--- src/rtl/biquad_pkg.sv ---
package biquad_pkg;

   localparam int unsigned SampleWidth = 16;
   localparam int unsigned CoefWidth   = 16;
   localparam int unsigned CsrAddrWidth = 3;

   // product scaling: right shift applied to each rounded product
   localparam int unsigned ShiftB0 = 24;
   localparam int unsigned ShiftB1 = 23;
   localparam int unsigned ShiftB2 = 24;
   localparam int unsigned ShiftA1 = 14;
   localparam int unsigned ShiftA2 = 15;

   typedef logic signed [SampleWidth-1:0] sample_type;
   typedef logic signed [CoefWidth-1:0]   coef_type;

   typedef enum logic [CsrAddrWidth-1:0] {
      CSR_COEF_B0 = 3'd0,
      CSR_COEF_B1 = 3'd1,
      CSR_COEF_B2 = 3'd2,
      CSR_COEF_A1 = 3'd3,
      CSR_COEF_A2 = 3'd4
   } csr_addr_type;

   typedef struct packed {
      coef_type b0;
      coef_type b1;
      coef_type b2;
      coef_type a1;
      coef_type a2;
   } coefs_type;

   typedef struct packed {
      sample_type x1;
      sample_type x2;
      sample_type y1;
      sample_type y2;
   } hist_type;

   localparam coef_type CoefB0Reset = 16'sh76B0;
   localparam coef_type CoefB1Reset = 16'sh76B0;
   localparam coef_type CoefB2Reset = 16'sh76B0;
   localparam coef_type CoefA1Reset = 16'sh74A7;
   localparam coef_type CoefA2Reset = 16'sh94D7;

   localparam sample_type XHistReset = 16'sh8001;  // -32767
   localparam sample_type YHistReset = 16'shC000;  // -16384

endpackage

--- src/rtl/biquad_dp.sv ---
module biquad_dp (
   input  biquad_pkg::sample_type x,
   input  biquad_pkg::hist_type   hist,
   input  biquad_pkg::coefs_type  coefs,
   output biquad_pkg::sample_type y
);

   localparam int unsigned ProdWidth = 2 * biquad_pkg::SampleWidth;
   localparam int unsigned WideWidth = ProdWidth + 8;

   // round half up, arithmetic shift, keep low bits (sum wraps anyway)
   function automatic logic [biquad_pkg::SampleWidth-1:0] rnd_term(
      input biquad_pkg::coef_type   c,
      input biquad_pkg::sample_type d,
      input int unsigned            s
   );
      logic signed [ProdWidth-1:0] prod;
      logic signed [WideWidth-1:0] wide;
      logic signed [WideWidth-1:0] shifted;
      prod    = c * d;
      wide    = {{(WideWidth-ProdWidth){prod[ProdWidth-1]}}, prod};
      wide    = wide + (WideWidth'(1) <<< (s - 1));
      shifted = wide >>> s;
      return shifted[biquad_pkg::SampleWidth-1:0];
   endfunction

   logic [biquad_pkg::SampleWidth-1:0] t_b0, t_b1, t_b2, t_a1, t_a2;

   assign t_b0 = rnd_term(coefs.b0, x,       biquad_pkg::ShiftB0);
   assign t_b1 = rnd_term(coefs.b1, hist.x1, biquad_pkg::ShiftB1);
   assign t_b2 = rnd_term(coefs.b2, hist.x2, biquad_pkg::ShiftB2);
   assign t_a1 = rnd_term(coefs.a1, hist.y1, biquad_pkg::ShiftA1);
   assign t_a2 = rnd_term(coefs.a2, hist.y2, biquad_pkg::ShiftA2);

   assign y = biquad_pkg::sample_type'(t_b0 + t_b1 + t_b2 + t_a1 + t_a2);

endmodule

--- src/rtl/biquad_iir_fixed_point_top.sv ---
// Direct form I biquad on signed 16-bit samples: each req transaction carries one input
// sample and yields exactly one rsp transaction with the filtered sample, in order. The
// block sustains one sample per clock while rsp_tready does not hold the output register:
// an input register feeds five parallel 16x16 multiplies, rounding and a wrapping 16-bit
// sum, all combinational, and the result lands in the output register while the x/y
// histories shift; that output register drives rsp_tvalid. This combinational
// multiply-and-sum closes the y feedback loop and sets the clock limit. Coefficients are
// written through csr_* (index 0..4: b0, b1, b2, a1, a2; other indexes are ignored) and
// take effect for samples computed afterward; write them only while the filter is idle.
// After reset the histories hold x = -32767, y = -16384.
module biquad_iir_fixed_point_top (
   input  logic                                 clock,
   input  logic                                 reset,
   // input sample channel
   input  logic                                 req_tvalid,
   output logic                                 req_tready,
   input  logic [biquad_pkg::SampleWidth-1:0]   req_tdata,   // [15:0] x_sample
   // filtered sample channel
   output logic                                 rsp_tvalid,
   input  logic                                 rsp_tready,
   output logic [biquad_pkg::SampleWidth-1:0]   rsp_tdata,   // [15:0] y_sample
   // coefficient write port
   input  logic                                 csr_we,
   input  logic [biquad_pkg::CsrAddrWidth-1:0]  csr_addr,
   input  logic [biquad_pkg::CoefWidth-1:0]     csr_wdata
);

   // coefficient registers
   biquad_pkg::coefs_type coefs_ff, coefs_in;

   // input stage
   logic                   s1_valid_ff, s1_valid_in;
   biquad_pkg::sample_type s1_data_ff, s1_data_in;

   // output stage
   logic                   s2_valid_ff, s2_valid_in;
   biquad_pkg::sample_type s2_data_ff, s2_data_in;

   // filter state
   biquad_pkg::hist_type   hist_ff, hist_in;

   biquad_pkg::sample_type y_new;
   logic                   s1_advance;
   logic                   req_take;

   // input stage moves on whenever the output register is free or being drained
   assign s1_advance = s1_valid_ff && (!s2_valid_ff || rsp_tready);
   assign req_tready = !s1_valid_ff || s1_advance;
   assign req_take   = req_tvalid && req_tready;

   assign rsp_tvalid = s2_valid_ff;
   assign rsp_tdata  = s2_data_ff;

   biquad_dp u_dp (
      .x     (s1_data_ff),
      .hist  (hist_ff),
      .coefs (coefs_ff),
      .y     (y_new)
   );

   // coefficient writes; only the low register indexes decode
   always_comb begin
      coefs_in = coefs_ff;
      if (csr_we) begin
         case (biquad_pkg::csr_addr_type'(csr_addr))
            biquad_pkg::CSR_COEF_B0: coefs_in.b0 = csr_wdata;
            biquad_pkg::CSR_COEF_B1: coefs_in.b1 = csr_wdata;
            biquad_pkg::CSR_COEF_B2: coefs_in.b2 = csr_wdata;
            biquad_pkg::CSR_COEF_A1: coefs_in.a1 = csr_wdata;
            biquad_pkg::CSR_COEF_A2: coefs_in.a2 = csr_wdata;
            default: coefs_in = coefs_ff;
         endcase
      end
   end

   always_comb begin
      s1_valid_in = s1_valid_ff;
      s1_data_in  = s1_data_ff;
      if (req_take) begin
         s1_valid_in = 1'b1;
         s1_data_in  = req_tdata;
      end else if (s1_advance) begin
         s1_valid_in = 1'b0;
      end
   end

   // result and history update together, so feedback sees y[n-1] next cycle
   always_comb begin
      s2_valid_in = s2_valid_ff;
      s2_data_in  = s2_data_ff;
      hist_in     = hist_ff;
      if (s1_advance) begin
         s2_valid_in = 1'b1;
         s2_data_in  = y_new;
         hist_in.x2  = hist_ff.x1;
         hist_in.x1  = s1_data_ff;
         hist_in.y2  = hist_ff.y1;
         hist_in.y1  = y_new;
      end else if (rsp_tready) begin
         s2_valid_in = 1'b0;
      end
   end

   always_ff @(posedge clock) begin
      if (reset) begin
         coefs_ff.b0 <= biquad_pkg::CoefB0Reset;
         coefs_ff.b1 <= biquad_pkg::CoefB1Reset;
         coefs_ff.b2 <= biquad_pkg::CoefB2Reset;
         coefs_ff.a1 <= biquad_pkg::CoefA1Reset;
         coefs_ff.a2 <= biquad_pkg::CoefA2Reset;
         hist_ff.x1  <= biquad_pkg::XHistReset;
         hist_ff.x2  <= biquad_pkg::XHistReset;
         hist_ff.y1  <= biquad_pkg::YHistReset;
         hist_ff.y2  <= biquad_pkg::YHistReset;
         s1_valid_ff <= 1'b0;
         s2_valid_ff <= 1'b0;
      end else begin
         coefs_ff    <= coefs_in;
         hist_ff     <= hist_in;
         s1_valid_ff <= s1_valid_in;
         s2_valid_ff <= s2_valid_in;
      end
   end

   always_ff @(posedge clock) begin
      s1_data_ff <= s1_data_in;
      s2_data_ff <= s2_data_in;
   end

`ifndef SYNTHESIS
   // a pending result is always the newest y history entry
   a_out_matches_hist: assert property (@(posedge clock) disable iff (reset)
      s2_valid_ff |-> (s2_data_ff == hist_ff.y1))
      else $error("output register differs from y history");

   // an advancing sample becomes x[n-1]
   a_x_hist_shift: assert property (@(posedge clock) disable iff (reset)
      s1_advance |=> (hist_ff.x1 == $past(s1_data_ff)))
      else $error("x history did not take advancing sample");

   // a blocked input stage keeps its sample
   a_s1_hold: assert property (@(posedge clock) disable iff (reset)
      (s1_valid_ff && !s1_advance) |=> (s1_valid_ff && $stable(s1_data_ff)))
      else $error("stalled input stage lost its sample");
`endif

endmodule
--- config.mk ---
export PLATFORM = sky130hd
export DESIGN_NAME = biquad_iir_fixed_point_top
export DESIGN_NICKNAME = d
export VERILOG_FILES = /design/src/rtl/biquad_pkg.sv /design/src/rtl/biquad_dp.sv /design/src/rtl/biquad_iir_fixed_point_top.sv
export SDC_FILE = /design/constraint.sdc
export NUM_CORES = 2
export LEC_CHECK = 0
export BUFFER_PORTS_ARGS = -buffer_cell sky130_fd_sc_hd__buf_4
export CORE_UTILIZATION = 60
export CTS_CLUSTER_DIAMETER = 200
export DETAILED_ROUTE_END_ITERATION = 12
export PLACE_DENSITY = 0.86
export SYNTH_ARGS = -nofsm -noshare
export SYNTH_HDL_FRONTEND = slang
export SYNTH_HIERARCHICAL = 1
export SYNTH_SLANG_ARGS = --single-unit
--- constraint.sdc ---
create_clock -name clock -period 19.4 [get_ports clock]
set_input_delay 1.94 -clock clock [delete_from_list [all_inputs] [get_ports clock]]
set_output_delay 1.94 -clock clock [all_outputs]
set_load 0.05 [all_outputs]
# After elaboration in Yosys (flattened, before gate mapping)
# Cells that the tools add are included.
# Widths: inputs -> output; s select.
totals:
  elab_cells: 49
  output_inout_bits: 18
  register_bits: 178
  input_bits: 40
op_classes:
  add_sub_neg: 9
  reduce_logical: 14
  mul: 5
  n_eq_ne: 4
  mux: 4
op_table:
  columns: ["op", "count"]
  rows:
  - ["$mul 16x16->32", 3]
  - ["$add 32x25->33 const B", 2]
  - ["$add 16x16->16", 4]
  - ["$add 32x24->33 const B", 1]
  - ["$add 31x16->31 const B", 1]
  - ["$mul 16x16->31", 1]
  - ["$add 30x15->30 const B", 1]
  - ["$mul 16x16->30", 1]
  - ["$reduce_and 2->1", 5]
  - ["$eq 3x2->1 const B", 2]
  - ["$mux 1", 4]
  - ["$reduce_bool 2->1", 2]
  - ["$eq 3x1->1 const B", 1]
  - ["$eq 3x3->1 const B", 1]
  - ["$logic_not 3->1", 1]
  - ["$logic_and 1x1->1", 2]
  - ["$logic_not 1->1", 2]
  - ["$logic_or 1x1->1", 2]

# Logic depth before layout (Yosys ltp)
logic_depth:
  word_depth: 6
  ltp_mapped: 49
  ltp_nobuf: 48

# By module
# The synthesis kept the hierarchy.
by_module_without_submodules:
  columns: ["mod", "n_inst", "area_each_um2", "cells_per_inst", "seq_area_each_um2"]
  rows:
  - ["biquad_dp", 1, 48074.9, 5223, 0.0]
  - ["biquad_iir_fixed_point_top", 1, 6443.7, 592, 3883.7]

# Worst setup path after synthesis
# Ideal clock, no wire load.
synth_path:
  kind: "register -> register"
  startpoint: "reg coefs_ff[59] in the netlist's numbering"
  endpoint: "reg hist_ff[31] in the netlist's numbering"
  path_stages_with_launch: 44
  setup_time_ns: 0.072
  t_arrival_ns: 9.360
  period_less_slack_ns: 9.431
  n_path_buf: 1
  path_slack_ns: 9.969
  t_required_ns: 19.328
  path_cell_list: "dfxtp_1 > clkbuf_1 > nand2_1 > fa_1 > fa_1 > fa_1 > inv_1 > fa_1 > fa_1 > inv_1 > fa_1 > inv_1 > ha_1 > o211ai_1 > nor2_1 > a21oi_1 > o31a_1 > nand2b_1 > [8 not listed] > nor2_1 > or4_1 > nand3_1 > a31o_2 > inv_1 > fa_1 > inv_1 > ha_1 > nand3_1 > nand2_1 > a41oi_1 > a21oi_1 > a31oi_1 > xnor3_1 > xnor2_1 > xnor2_1 > nor2_1 > mux2i_1"
synth_between:
  elab_chain_len: 6
synth_lines:
  columns: ["element", "line", "text"]
  rows:
  - ["start: declaration", "biquad_iir_fixed_point_top.sv:29", "biquad_pkg::coefs_type coefs_ff, coefs_in;"]
  - ["start signal: assignment", "biquad_iir_fixed_point_top.sv:118", "coefs_ff <= coefs_in;"]
  - ["$mul 16x16->32", "biquad_dp.sv:20", "prod = c * d;"]
  - ["$add 32x24->33", "biquad_dp.sv:22", "wide = wide + (WideWidth'(1) <<< (s - 1));"]
  - ["$add 16x16->16 (4 in series)", "biquad_dp.sv:35", "assign y = biquad_pkg::sample_type'(t_b0 + t_b1 + t_b2 + t_a1 + t_a2);"]
  - ["named net y_new[15]", "biquad_iir_fixed_point_top.sv:42", "biquad_pkg::sample_type y_new;"]
  - ["end signal: assignment", "biquad_iir_fixed_point_top.sv:119", "hist_ff <= hist_in;"]
  - ["end: declaration", "biquad_iir_fixed_point_top.sv:40", "biquad_pkg::hist_type hist_ff, hist_in;"]
# The timed path passes the listed nets, and every way through them passes these cells.
# A chain may end at the register's enable or synchronous reset.

# Worst setup path after layout
layout_path:
  startpoint: "reg coefs_ff[63] in the netlist's numbering"
  endpoint: "reg hist_ff[31] in the netlist's numbering"
# Same word-level chain as after synthesis.

==> results.toml <==
[sta]
relSlewSlack_pct = 18.56
setup_violations = 0
slew_violations = 0
fmax_ghz = 0.08960
worst_pin_slew_ns = 1.217
period_needed_ns = 11.16
final-hold-violation-count = 0
period_share_pct = 57.53
rsz0062_at_grt = "no"
tns_ns = 0
finClkSkew_ns = 0.02433

[place]
place.gp.congestion = 0.9412
post-dp-hpwl_um = 106500
io_buffers = 57

[clock_tree]
post_cts_buffers = 0
clock_latency_ns = 0.48
cts_resized = 0
root_buffer = "clkbuf_16"
cts_tree = "built"
clk_pin_slew_ns = 0.10
cts_max_level = 4
cts_buffer_depth = 2
cts_buffers = 17
hold_buffers = 0
clock_sinks = 178

[floorplanning]
io_pins = 58
core_um2 = 90010
placementRows = 110
dieArea_um2 = 92070
die_h_um = 303.4
initial_core_util_pct = 60.57
die_w_um = 303.4

[drt]
vias = 39028
drtIter0Drc = 3499
avgViaCountPerCell = 5.664
drc = 0
final_antenna_net_count = 0
first_pass_iters = 9
routed_wl_um = 133900
post_drt_wl_per_cell_um = 19.43

[synth]
syn-mean-instance-area_um2 = 9.376
synth_top_area_cell = "fa_1"
synthFlopType = "dfxtp_1"
async_flop_share_pct = 0
ys_types = 74
synth-seq-cells = 178
synth_area_um2 = 54520
ys_seq_area_share_pct = 7.124
netlist_instances = 5815
synth_area_leaders = "fa_1 (49%), inv_1 (10%), ha_1 (9.7%), and2_1 (5.9%), dfxtp_1 (5.4%)"
ys.warnings.count = 6
syn_nets = 7620
synth_edf_count = 32
synth_top_area_share_pct = 49.35

[worst_setup_path]
crit_path_top_delay_cell = "dfxtp_1"
endpoint_kind = "flip-flop"
r2r_cells = 39
startpoint_type = "flip-flop"
path_max_fanout = 17
crit_path_max_incr_delay_ns = 0.74
r2r_slack_ns = 8.24
cp_data_arrival_time_ns = 11.57
worstReg2RegStart = "coefs_ff[63]"
crit_top_cell = "fa_1"
cp.required_ns = 19.81
path_class = "flip-flop to flip-flop"
worstReg2RegEnd = "hist_ff[31]"

[flow_run]
cap_viol_max_count = 0

[grt]
grt_max_degree = 108
grt_usage_pct = 30.67
gr-total-overflow = 0
grt_pass1_vias = 43200
grt_pass1_wl_um = 220400
antenna_found_initial = 4

[run_status]
status = "finished clean"

[min_path]
min_path_type = "flip-flop to flip-flop"
hold_depth = 2
holdPathEnd = "s1_valid_ff"
min_from = "s1_valid_ff"

[final_layout]
final_nets = 7506
area_growth_pct = 3.325
fill_cells = 6919
antenna-diode-count = 0
utilization_pct = 62.58
drive_gt1_share_pct = 2.310
[placed cells by master, fill, tap and decap left out, types with 46 or more instances in the layout]
cell type / n
a21oi_1: 122
and2_1: 516
buf_4: 81
dfxtp_1: 146
fa_1: 1344
ha_1: 421
inv_1: 1515
mux2i_1: 59
nand2_1: 730
nand2b_1: 111
nor2_1: 124
nor3_1: 62
o21ai_0: 46
xnor2_1: 99
[per-layer routing]
metal	routed length (um)	share of wire, %	GRT usage, %	vias to the layer above
met5	40	0.030	0	-
met4	5086	3.8	11.36	8
met3	13060	9.8	6.147	425
li1	-	-	-	16636
met1	49480	37	39.17	19850
met2	66230	49	51.85	2109
[Yosys cell counts, types with 3 or more instances]
master,instances
buf_2,15
nand2b_1,111
nor2b_1,19
dfxtp_1,146
nor4_1,3
o211ai_1,4
fa_1,1344
and4_1,3
o21ai_0,46
nand2_1,731
nor2_1,124
mux2i_1,59
nand4_1,12
nand3_1,18
a31oi_1,3
a21oi_1,122
and3_1,7
buf_6,7
o21bai_1,5
edfxtp_1,32
inv_1,1515
nor3_1,62
o21a_1,15
and4bb_1,3
clkbuf_1,182
and2_1,516
buf_1,4
nor3b_1,3
ha_1,421
o21ai_1,24
buf_4,3
buf_8,3
xor2_1,31
xnor2_1,99
or3_1,4
a211oi_1,5
o311ai_1,3
o31ai_1,3
a41oi_1,3
a21o_1,32
nand4b_1,29
[registers in the layout, summed over array words and instances, names as in the netlist]
name	cells
coefs_ff	80
hist_ff	64
rsp_tdata	16
s1_data_ff	16
rsp_tvalid	1
s1_valid_ff	1
[per-stage QoR]
step | hold slack, ns | std cells | cell area [um2] | setup WS (ns)
finish | 0.5267 | 6890 | 56330 | 8.239
global route | 0.5557 | 6890 | 56330 | 7.595
CTS | 0.5471 | 6890 | 56330 | 8.469
detailed placement | 0.5339 | 6858 | 55680 | 8.515
global placement | 0.5095 | 6858 | 55680 | 8.598
floorplan | 0.4512 | 5815 | 54520 | 9.969
[area by class of cell]
cell class | count | area, um2 | share of cell area [%]
well taps | 1176 | 1471 | 2.612
inverters | 1516 | 5690 | 10.10
clock buffers | 17 | 425.4 | 0.7552
flip-flops and latches | 178 | 3884 | 6.894
clock inverters | 15 | 227.7 | 0.4042
repair buffers | 82 | 619.3 | 1.099
multi-input cells | 3906 | 44010 | 78.13
[cell families (layout without fill, tap and decap cells)]
family / count (synthesis) / after routing / share of synthesized area [%]
compound gates: 293 / 293 / 3.300
xor+xnor: 133 / 133 / 2.189
fa+ha+maj: 1765 / 1765 / 59.01
buf+inv: 1731 / 1630 / 12.15
flops: 178 / 178 / 7.124
mux: 59 / 59 / 1.083
simple gates: 1656 / 1656 / 15.14
[worst max-delay path by stage]
stage / start / endpoint / slack (ns) / depth (start not counted)
floorplan: coefs_ff[59] / hist_ff[31] / 9.97 / 43
global placement: coefs_ff[60] / hist_ff[31] / 8.60 / 39
detailed placement: coefs_ff[63] / hist_ff[31] / 8.52 / 39
CTS: coefs_ff[63] / hist_ff[31] / 8.47 / 39
global route: coefs_ff[63] / hist_ff[31] / 7.59 / 39
finish: coefs_ff[63] / hist_ff[31] / 8.24 / 39
[critical path: cells and delay by family, from the launching register on]
kind                     cells  cell delay (ns)
flip-flops                   1             0.74
multiplexers                 1             0.16
XOR/XNOR                     4             0.92
buffers and inverters        5             0.44
adder cells (fa/ha/maj)     10             4.76
AND/OR/NAND/NOR              9             1.85
AO/OA/AOI/OAI               10             2.24
Power is not shown: default switching activity piles up to over one toggle a cycle in this logic, so the estimate is an artifact.
